$ cat config.mk
export PLATFORM = sky130hd
export DESIGN_NAME = typing_break_key_gate
export DESIGN_NICKNAME = d
export VERILOG_FILES = /design/src/tbkg_pkg.sv /design/src/typing_break_key_gate.sv
export SDC_FILE = /design/constraint.sdc
export NUM_CORES = 2
export LEC_CHECK = 0
export BUFFER_PORTS_ARGS = -buffer_cell sky130_fd_sc_hd__buf_2
export CORE_ASPECT_RATIO = 1.2
export CORE_MARGIN = 3
export CORE_UTILIZATION = 40
export DETAILED_ROUTE_END_ITERATION = 10
export GPL_TIMING_DRIVEN = 0
export HOLD_SLACK_MARGIN = 0.02
export PLACE_DENSITY = 0.65
export SLEW_MARGIN = 25
export SYNTH_ARGS = -nofsm -noshare
export SYNTH_HDL_FRONTEND = slang
export SYNTH_SLANG_ARGS = --single-unit
$ cat constraint.sdc
create_clock -name clk -period 30 [get_ports clk]
set_clock_uncertainty 0.1 [all_clocks]
set_input_delay 1.5 -clock clk [delete_from_list [all_inputs] [get_ports clk]]
set_output_delay 1.5 -clock clk [all_outputs]
set_load 0.1 [all_outputs]
$ cat src/tbkg_pkg.sv
`default_nettype none

package tbkg_pkg;

  // left half of the matrix is the columns below COLUMNS / 2
  localparam int unsigned COLUMNS = 16;
  localparam int unsigned HALF_COLUMNS = COLUMNS / 2;

  localparam int unsigned MS_PER_SECOND = 1000;

  // reciprocal of 1000 for a 32-bit dividend: floor(x / 1000) = (x * RECIP) >> RECIP_SHIFT
  localparam logic [31:0] RECIP_1000 = 32'h1062_4DD3;
  localparam int unsigned RECIP_SHIFT = 38;

  // configuration register indexes
  localparam logic [2:0] CFG_IDLE_LIMIT    = 3'd0;
  localparam logic [2:0] CFG_SESSION_LIMIT = 3'd1;
  localparam logic [2:0] CFG_BREAK_LENGTH  = 3'd2;
  localparam logic [2:0] CFG_LEFT_LIMIT    = 3'd3;
  localparam logic [2:0] CFG_RIGHT_LIMIT   = 3'd4;

  // configuration reset values in seconds
  localparam logic [15:0] IDLE_LIMIT_RESET    = 16'd300;
  localparam logic [15:0] SESSION_LIMIT_RESET = 16'd2700;
  localparam logic [15:0] BREAK_LENGTH_RESET  = 16'd300;

  // verdict codes
  localparam logic [1:0] VERDICT_PASS     = 2'd0;
  localparam logic [1:0] VERDICT_ABORT    = 2'd1;
  localparam logic [1:0] VERDICT_CONSUMED = 2'd2;

  // lock transition codes
  localparam logic [1:0] LOCK_EVENT_NONE    = 2'd0;
  localparam logic [1:0] LOCK_EVENT_STARTED = 2'd1;
  localparam logic [1:0] LOCK_EVENT_ENDED   = 2'd2;

  typedef struct packed {
    logic [31:0] now_ms;
    logic        is_release;
    logic [3:0]  key_column;
  } in_word_t;

  typedef struct packed {
    logic [1:0]  verdict;
    logic [1:0]  lock_event;
    logic        is_locked;
    logic [15:0] left_presses;
    logic [15:0] right_presses;
    logic [15:0] break_seconds_left;
  } out_word_t;

  // seconds to milliseconds, constant multiply
  function automatic logic [31:0] ms_from_seconds(input logic [15:0] sec);
    ms_from_seconds = 32'(sec) * 32'(MS_PER_SECOND);
  endfunction

  // low 16 bits of ms / 1000 by reciprocal multiply
  function automatic logic [15:0] seconds_from_ms(input logic [31:0] ms);
    logic [63:0] prod;
    prod = 64'(ms) * 64'(RECIP_1000);
    seconds_from_ms = prod[RECIP_SHIFT +: 16];
  endfunction

endpackage

`default_nettype wire

$ cat src/typing_break_key_gate.sv
// typing break key gate
// a word moves from the input register to the result register, and each holds its word while the stage after it stalls
// throughput: one word per cycle while out_ready is high; the ms to seconds multiply sits before the input register
// lock, session and counter state update as a word moves into the result register
// reset (rst, synchronous): unlocked, counters and times cleared, registers back to defaults
`default_nettype none

module typing_break_key_gate #(
  parameter int unsigned COLUMNS = tbkg_pkg::COLUMNS
) (
  input  wire logic              clk,
  input  wire logic              rst,
  input  wire logic              in_valid,
  output logic                   in_ready,
  input  wire tbkg_pkg::in_word_t  in_data,
  output logic                   out_valid,
  input  wire logic              out_ready,
  output tbkg_pkg::out_word_t    out_data,
  input  wire logic              cfg_we,
  input  wire logic [2:0]        cfg_index,
  input  wire logic [15:0]       cfg_data
);

  // columns below this are the left hand
  localparam int unsigned HALF_COLUMNS = COLUMNS / 2;

  // configuration, time limits kept in milliseconds (break length also in seconds), key limits as counts
  logic [31:0] idle_ms;
  logic [31:0] session_ms;
  logic [31:0] break_ms;
  logic [15:0] break_len;
  logic [15:0] left_limit;
  logic [15:0] right_limit;

  // input register
  logic                 s1_valid;
  tbkg_pkg::in_word_t   s1_data;
  logic [15:0]          s1_now_sec;

  // gate state
  logic        locked;
  logic [31:0] session_start_ms;
  logic [31:0] last_key_ms;
  logic [15:0] last_key_sec;
  logic [31:0] break_start_ms;
  logic [15:0] break_start_sec;
  logic [15:0] left_keys;
  logic [15:0] right_keys;

  // next state
  logic        locked_next;
  logic [31:0] session_start_ms_next;
  logic [15:0] left_keys_next;
  logic [15:0] right_keys_next;
  logic [31:0] break_start_ms_next;
  logic [15:0] break_start_sec_next;

  logic        advance;
  logic        fire;
  logic        press;
  logic        break_over;
  logic        abort;
  logic        unlock;
  logic        active;
  logic        idle_over;
  logic        restart;
  logic [15:0] cnt_l;
  logic [15:0] cnt_r;
  logic [31:0] session_elapsed;
  logic        due;
  logic        start_break;
  logic        count_key;
  logic        is_left;
  tbkg_pkg::out_word_t res;

  // handshake: result register frees the input register
  assign advance  = !out_valid || out_ready;
  assign in_ready = !s1_valid || advance;
  assign fire     = s1_valid && advance;

  // configuration writes
  always_ff @(posedge clk) begin
    if (rst) begin
      idle_ms     <= tbkg_pkg::ms_from_seconds(tbkg_pkg::IDLE_LIMIT_RESET);
      session_ms  <= tbkg_pkg::ms_from_seconds(tbkg_pkg::SESSION_LIMIT_RESET);
      break_ms    <= tbkg_pkg::ms_from_seconds(tbkg_pkg::BREAK_LENGTH_RESET);
      break_len   <= tbkg_pkg::BREAK_LENGTH_RESET;
      left_limit  <= '0;
      right_limit <= '0;
    end else if (cfg_we) begin
      case (cfg_index)
        tbkg_pkg::CFG_IDLE_LIMIT:    idle_ms <= tbkg_pkg::ms_from_seconds(cfg_data);
        tbkg_pkg::CFG_SESSION_LIMIT: session_ms <= tbkg_pkg::ms_from_seconds(cfg_data);
        tbkg_pkg::CFG_BREAK_LENGTH: begin
          break_ms  <= tbkg_pkg::ms_from_seconds(cfg_data);
          break_len <= cfg_data;
        end
        tbkg_pkg::CFG_LEFT_LIMIT:    left_limit <= cfg_data;
        tbkg_pkg::CFG_RIGHT_LIMIT:   right_limit <= cfg_data;
        default: ;
      endcase
    end
  end

  // input register, with the time already in whole seconds
  always_ff @(posedge clk) begin
    if (rst) begin
      s1_valid <= 1'b0;
    end else if (in_ready) begin
      s1_valid <= in_valid;
    end
  end

  always_ff @(posedge clk) begin
    if (in_valid && in_ready) begin
      s1_data    <= in_data;
      s1_now_sec <= tbkg_pkg::seconds_from_ms(in_data.now_ms);
    end
  end

  // gate decision for the word in the input register
  always_comb begin
    press      = !s1_data.is_release;
    break_over = (s1_data.now_ms - break_start_ms) > break_ms;
    abort      = press && locked && !break_over;
    unlock     = press && locked && break_over;
    active     = press && !abort;
    idle_over  = (s1_data.now_ms - last_key_ms) > idle_ms;
    restart    = unlock || (active && idle_over);

    cnt_l                 = restart ? '0 : left_keys;
    cnt_r                 = restart ? '0 : right_keys;
    session_start_ms_next = restart ? s1_data.now_ms : session_start_ms;
    session_elapsed       = restart ? '0 : (s1_data.now_ms - session_start_ms);

    due = ((left_limit != '0) && (cnt_l >= left_limit))
       || ((right_limit != '0) && (cnt_r >= right_limit))
       || ((session_ms != '0) && (session_elapsed > session_ms));

    start_break = active && due;
    count_key   = active && !due;
    is_left     = 32'(s1_data.key_column) < HALF_COLUMNS;

    left_keys_next  = (count_key && is_left) ? cnt_l + 16'd1 : cnt_l;
    right_keys_next = (count_key && !is_left) ? cnt_r + 16'd1 : cnt_r;

    if (start_break) begin
      locked_next = 1'b1;
    end else if (unlock) begin
      locked_next = 1'b0;
    end else begin
      locked_next = locked;
    end

    break_start_ms_next  = start_break ? last_key_ms : break_start_ms;
    break_start_sec_next = start_break ? last_key_sec : break_start_sec;

    // result word
    if (abort) begin
      res.verdict = tbkg_pkg::VERDICT_ABORT;
    end else if (start_break) begin
      res.verdict = tbkg_pkg::VERDICT_CONSUMED;
    end else begin
      res.verdict = tbkg_pkg::VERDICT_PASS;
    end

    if (start_break) begin
      res.lock_event = tbkg_pkg::LOCK_EVENT_STARTED;
    end else if (unlock) begin
      res.lock_event = tbkg_pkg::LOCK_EVENT_ENDED;
    end else begin
      res.lock_event = tbkg_pkg::LOCK_EVENT_NONE;
    end

    res.is_locked          = locked_next;
    res.left_presses       = left_keys_next;
    res.right_presses      = right_keys_next;
    res.break_seconds_left = locked_next
                           ? break_len - (s1_now_sec - break_start_sec_next)
                           : '0;
  end

  // state update as the word leaves the input register
  always_ff @(posedge clk) begin
    if (rst) begin
      locked           <= 1'b0;
      session_start_ms <= '0;
      last_key_ms      <= '0;
      last_key_sec     <= '0;
      break_start_ms   <= '0;
      break_start_sec  <= '0;
      left_keys        <= '0;
      right_keys       <= '0;
    end else if (fire) begin
      locked           <= locked_next;
      session_start_ms <= session_start_ms_next;
      break_start_ms   <= break_start_ms_next;
      break_start_sec  <= break_start_sec_next;
      left_keys        <= left_keys_next;
      right_keys       <= right_keys_next;
      if (count_key) begin
        last_key_ms  <= s1_data.now_ms;
        last_key_sec <= s1_now_sec;
      end
    end
  end

  // result register
  always_ff @(posedge clk) begin
    if (rst) begin
      out_valid <= 1'b0;
    end else if (advance) begin
      out_valid <= s1_valid;
    end
  end

  always_ff @(posedge clk) begin
    if (fire) begin
      out_data <= res;
    end
  end

  // checks
  a_abort_locked: assert property (@(posedge clk) disable iff (rst)
    out_valid && (out_data.verdict == tbkg_pkg::VERDICT_ABORT) |-> out_data.is_locked)
    else $error("aborted word reported unlocked");

  a_consumed_starts: assert property (@(posedge clk) disable iff (rst)
    out_valid && (out_data.verdict == tbkg_pkg::VERDICT_CONSUMED)
    |-> (out_data.lock_event == tbkg_pkg::LOCK_EVENT_STARTED) && out_data.is_locked)
    else $error("consumed word without break start");

  a_ended_unlocked: assert property (@(posedge clk) disable iff (rst)
    out_valid && (out_data.lock_event == tbkg_pkg::LOCK_EVENT_ENDED)
    |-> !out_data.is_locked && (out_data.verdict == tbkg_pkg::VERDICT_PASS))
    else $error("break end with lock still held");

  a_unlocked_zero: assert property (@(posedge clk) disable iff (rst)
    out_valid && !out_data.is_locked |-> (out_data.break_seconds_left == '0))
    else $error("seconds left while unlocked");

  a_release_keeps_state: assert property (@(posedge clk) disable iff (rst)
    fire && s1_data.is_release
    |=> $stable(locked) && $stable(left_keys) && $stable(right_keys))
    else $error("release changed gate state");

endmodule

`default_nettype wire

# Word level (Yosys, flattened, before mapping)
# Index checks and enable logic that the tools add are counted.
dict set report op_classes {
  add_sub_neg 7
  mul 2
  magnitude_cmp 6
  n_eq_ne 4
  n_mux 10
  n_reduce_logical 38
}
# cell n
set op_table {}
lappend op_table {{32-bit by 26-bit greater-than comparator with 1-bit output} 3}
lappend op_table {{32-bit subtractor} 3}
lappend op_table {{16-bit 2-to-1 mux} 5}
lappend op_table {{32-bit by 29-bit multiplier with 54-bit output, second input constant} 1}
lappend op_table {{16-bit by 1-bit adder with 16-bit output, second input constant} 2}
lappend op_table {{16-bit greater-or-equal comparator} 2}
lappend op_table {{32-bit 2-to-1 mux} 1}
lappend op_table {{16-bit nonzero test} 2}
lappend op_table {{32-bit nonzero test} 1}
lappend op_table {{16-bit subtractor} 2}
lappend op_table {{16-bit by 7-bit multiplier with 23-bit output, second input constant} 1}
lappend op_table {{2-bit AND reduction} 8}
lappend op_table {{1-bit logical AND} 14}
lappend op_table {{1-bit zero test} 7}
lappend op_table {{3-bit by 2-bit equality test with 1-bit output, second input constant} 2}
lappend op_table {{1-bit logical OR} 5}
lappend op_table {{4-bit less-than comparator, second input constant} 1}
lappend op_table {{2-bit 2-to-1 mux} 2}
lappend op_table {{3-bit by 1-bit equality test with 1-bit output, second input constant} 1}
lappend op_table {{3-bit equality test, second input constant} 1}
lappend op_table {{3-bit zero test} 1}
lappend op_table {{1-bit 2-to-1 mux} 2}
dict set report totals {
  regBits 386
  in_bits 61
  wordCells 93
}

# Depth between registers and ports, before layout
dict set report depth {
  word_depth 17
  mapped_depth 54
}

# Worst setup path after synthesis
# OpenSTA, ideal clock, no wires.
dict set report synth_timing {
  path_kind {register to register}
  startpoint {register s1_data[6] (netlist bit)}
  endpoint {register out_data[15] (netlist bit) (data pin)}
  setup_time_ps 273
  t_arrival_ps 10264
  t_required_ps 29627
  slack_ps 19363
  path_stages_with_launch 51
  n_path_buf 4
  period_less_slack_ps 10637
  path_cell_list {edfxtp_1 -> inv_1 -> fa_1 -> nand2b_1 -> a21oi_1 -> o211ai_1 -> a2111oi_0 -> o21ai_0 -> nand2b_1 -> a21o_1 -> a21oi_1 -> xnor2_1 -> ha_1 -> nand4_1 -> nor4_1 -> nand2_1 -> o21ai_0 -> a211oi_1 -> [15 not listed] -> a211oi_4 -> buf_2 -> mux2i_1 -> fa_1 -> inv_1 -> ha_1 -> a21o_1 -> a21oi_1 -> o21bai_1 -> a21oi_1 -> o21bai_1 -> a41oi_1 -> a21oi_1 -> and4_1 -> a2111oi_0 -> o21bai_1 -> xnor3_1 -> nor2_1}
}
dict set report synth_between {
  elab_chain_cells 17
}
# item line_no
set synth_rtl {}
lappend synth_rtl {{from (decl)} typing_break_key_gate.sv:37} ;# tbkg_pkg::in_word_t s1_data;
lappend synth_rtl {{from (signal assigned)} typing_break_key_gate.sv:116} ;# s1_data <= in_data;
lappend synth_rtl {{branches (longest 13 deep; another with 32-bit subtractor)} -}
lappend synth_rtl {{1-bit logical AND *} typing_break_key_gate.sv:140} ;# start_break = active && due;
lappend synth_rtl {{named net start_break} typing_break_key_gate.sv:71} ;# logic start_break;
lappend synth_rtl {{16-bit 2-to-1 mux} typing_break_key_gate.sv:156} ;# break_start_sec_next = start_break ? last_key_sec : break_start_sec;
lappend synth_rtl {{16-bit subtractor (2 in a row)} typing_break_key_gate.sv:179} ;# ? break_len - (s1_now_sec - break_start_sec_next)
lappend synth_rtl {{to (signal assigned)} typing_break_key_gate.sv:219} ;# out_data <= res;
lappend synth_rtl {{to (decl)} typing_break_key_gate.sv:18} ;# output tbkg_pkg::out_word_t out_data,
# Mark *: on every way through the listed nets, which the timed path passes.
# A chain may end at the register's enable or synchronous reset.

# Final worst setup path
dict set report layout_timing {
  startpoint {register s1_data[5] (netlist bit)}
  endpoint {register out_data[15] (netlist bit) (data pin)}
}
# The elaborated chain is that of the path after synthesis.

==> results by group <==
Floorplanning
  • Die Ht: 350 um
  • Cell Rows: 125
  • Die width: 293 um
  • Initial core utilization: 0.406
  • Die area: 0.102 mm2
  • Io pins: 116
  • Core area: 0.0973 mm2

GRT
  • Number of antenna violations at the first check in global routing: 2
  • First-pass GRT wire length: 176000 um
  • Grt ovf: 0
  • GRT Util Overall: 0.221
  • Largest net degree at the start of global routing: 49
  • Number of global-route vias before repair: 31300

Drt
  • First-pass detailed-route iteration total: 7
  • Vias: 30600
  • Final antenna-violating net count: 0
  • Drt drc: 0
  • WL final: 113000 um
  • 1st-iter DRT viols: 1754
  • Avg WL per Cell: 19.3 um
  • Vias per cell: 5.24

Clock tree
  • CTS sink cnt: 381
  • TritonCTS Buffers: 40
  • Post-CTS setup buffer count: 0
  • Clock tree buffer depth: 3
  • CTS root buf: clkbuf_16
  • CTS resizes: 0
  • Clock latency at the later pin of the worst-skew pair: 0.59 ns
  • CTS tree: yes
  • Clock transition at path regs: 0.06 ns
  • Hold_buf cts: 0
  • H-tree levels: 2

Synthesis
  • Flops & latches, synth: 381
  • Ys flop type: dfxtp_1
  • Distinct cells, synth: 83
  • Synth warn: 0
  • Synth Instances: 4379
  • Syn_area_per_cell: 9.01 um2
  • Commonest cells post-synth: 869 x inv_1, 627 x ha_1, 396 x nand2_1, 368 x fa_1, 287 x a21oi_1
  • Number of synthesized flops with an enable pin: 103
  • Synthesized net count: 5435
  • Ranking of synthesized cells by area: ha_1 20%, fa_1 19%, dfxtp_1 14%
  • Seq/Total Area, Yosys: 0.219
  • Netlist Area Pre-Place: 0.0395 mm2
  • Post-synth top area share: 0.199
  • Yosys top cell by area: ha_1
  • Synth async-reset ratio: 0
  • Cell with the most instances after synthesis: inv_1

Placement
  • IO buf count: 111
  • Placer congestion estimate: 0.935
  • Detailed Place HPWL: 91800 um

Power
  • Share of power burned in registers: 0.146
  • Comb power frac: 0.733
  • P_int: 2260 uW
  • Switching Power: 2190 uW
  • Clock Power Share: 0.122
  • Leak pwr: 0.0203 uW
  • Cell area power density: 103 mW/mm2
  • VDD IR max: 0.170 mV
  • Sw frac: 0.492
  • Design Power: 4450 uW

Setup path
  • Arrival @ worst endpoint: 15.93 ns
  • Most frequent cell on the critical path: a21oi_1
  • Critical path peak fanout: 10
  • Critical path endpoint category: register
  • Startpoint Class: register
  • Required @ worst endpoint: 30.24 ns
  • Slowest library cell on the worst path: nor4_1
  • Max incr delay on CP: 0.88 ns
  • WS Path Type: register to register

Flow run
  • Max-cap violations: 0

Timing
  • Slew @ Worst Pin: 1.06 ns
  • RSZ-0062 raised after global routing: false
  • Worst hold slack: 0.353 ns
  • Fin. Hold Viols: 0
  • Slew Viols, Final: 0
  • Setup TNS: 0 ns
  • Slew Limit Headroom: 0.292
  • Fin crit period: 15.69 ns
  • Peak Freq: 0.0637 GHz
  • Final Cycle Share: 0.523
  • Setup violators final: 0

Worst hold path
  • Hold Path Class: register to register

Cells and area
  • Share of cells above drive strength 1: 0.0526
  • Fin nets: 5591
  • Area grow syn2layout: 9.23%

Run status
  • Run status: complete, no violations
[layout make-up]
type | instances | area (um2)
Fill cell | 9634 | 54200
Multi-Input combinational cell | 3011 | 27100
Sequential cell | 381 | 8660
Inverter | 869 | 3260
Tap cell | 1270 | 1590
Clock buffer | 56 | 1180
Timing Repair Buffer | 114 | 614
Buffer | 118 | 480
Clock inverter | 18 | 241
Antenna cell | 1 | 2.50
[metal layers]
| layer | track usage | up-vias | share of wire |
|---|---|---|---|
| met2 | 0.401 | 746 | 0.49 |
| met3 | 0.0204 | 259 | 0.039 |
| met4 | 0.106 | 0 | 0.057 |
| met1 | 0.263 | 14700 | 0.41 |
| li1 | - | 14900 | - |
| met5 | 0 | - | 0 |
[power groups by stage]
stage / clock network [uW] / registers, uW / logic (uW)
after CTS: 552 / 648 / 3290
after floorplan: 0 / 687 / 2320
final: 541 / 648 / 3260
after global routing: 572 / 651 / 3710
after detailed placement: 0 / 659 / 3250
after global placement: 0 / 660 / 3210
[sequential cells by signal, indices dropped and copies added (netlist names)]
| register | flops |
|---|---|
| s1_data | 34 |
| left_limit | 16 |
| left_keys | 16 |
| session_ms | 23 |
| out_valid | 1 |
| out_data | 53 |
| break_len | 16 |
| break_start_ms | 32 |
| locked | 1 |
| s1_valid | 1 |
| idle_ms | 23 |
| right_limit | 16 |
| break_start_sec | 16 |
| s1_now_sec | 16 |
| break_ms | 21 |
| session_start_ms | 32 |
| last_key_sec | 16 |
| right_keys | 16 |
| last_key_ms | 32 |
[final timing paths]
kind,start,endpoint,slack [ns],depth (start not counted)
hold / removal,session_start_ms[21],session_start_ms[21],0.35,2
setup / recovery,s1_data[5],out_data[15],14.31,51
setup reg to reg,s1_data[5],out_data[15],14.31,51
hold reg to reg,session_start_ms[21],session_start_ms[21],0.35,2
[critical path: cells and delay by family, from the launching register on]
family / cells / cell delay (ns)
compound gates: 21 / 5.99
simple gates: 15 / 4.34
fa+ha+maj: 6 / 1.87
buf+inv: 6 / 1.59
xor+xnor: 2 / 0.84
flops: 1 / 0.51
mux: 1 / 0.17
[through the flow]
stage | cells | area (um2) | utilization | setup slack [ns]
3_3_place_gp | 5760 | 41600 | 0.428 | 13.85
5_1_grt | 5837 | 43100 | 0.443 | 13.38
3_5_place_dp | 5763 | 41700 | 0.428 | 14.37
6_report | 5838 | 43100 | 0.443 | 14.31
4_1_cts | 5837 | 43100 | 0.443 | 14.34
2_1_floorplan | 4379 | 39500 | - | 19.36
[kinds of logic (layout without fill, tap and decap cells)]
| family | Yosys count | after routing | synth area share |
|---|---|---|---|
| buffers and inverters | 987 | 1175 | 0.0947 |
| flip-flops | 381 | 381 | 0.219 |
| XOR/XNOR | 146 | 146 | 0.0328 |
| AO/OA/AOI/OAI | 740 | 740 | 0.119 |
| adder cells (fa/ha/maj) | 995 | 995 | 0.385 |
| other | 0 | 1 | 0 |
| AND/OR/NAND/NOR | 1012 | 1012 | 0.118 |
| multiplexers | 118 | 118 | 0.0302 |
[cells in the final DEF, fill, tap and decap left out, types with 7 or more instances in the layout]
master / netlist / layout
a31oi_1: 29 / 29
nand4_1: 48 / 48
and2_1: 35 / 34
ha_1: 627 / 627
a21oi_1: 287 / 287
o21a_1: 24 / 24
a31o_2: 7 / 7
mux2_2: 9 / 9
o31ai_1: 14 / 14
nor4_1: 30 / 30
clkbuf_1: 94 / 100
or3_1: 14 / 14
nor3_1: 47 / 47
dfxtp_1: 278 / 278
o21ai_0: 108 / 108
and3_1: 21 / 21
edfxtp_1: 103 / 103
nor2_1: 251 / 251
xor2_1: 50 / 50
nand3_1: 64 / 64
mux2i_1: 109 / 109
and4_1: 12 / 12
inv_1: 869 / 869
o211ai_1: 50 / 50
buf_2: 15 / 126
a21o_1: 87 / 87
nand2_1: 396 / 396
fa_1: 368 / 368
xnor2_1: 95 / 95
nor2b_1: 29 / 29
nand2b_1: 28 / 28
or4_1: 8 / 8
clkbuf_16: 0 / 43
o21bai_1: 16 / 16
a211oi_1: 26 / 25
a2111oi_0: 10 / 10
No activity file was read; power rests on OpenSTA's default activity.
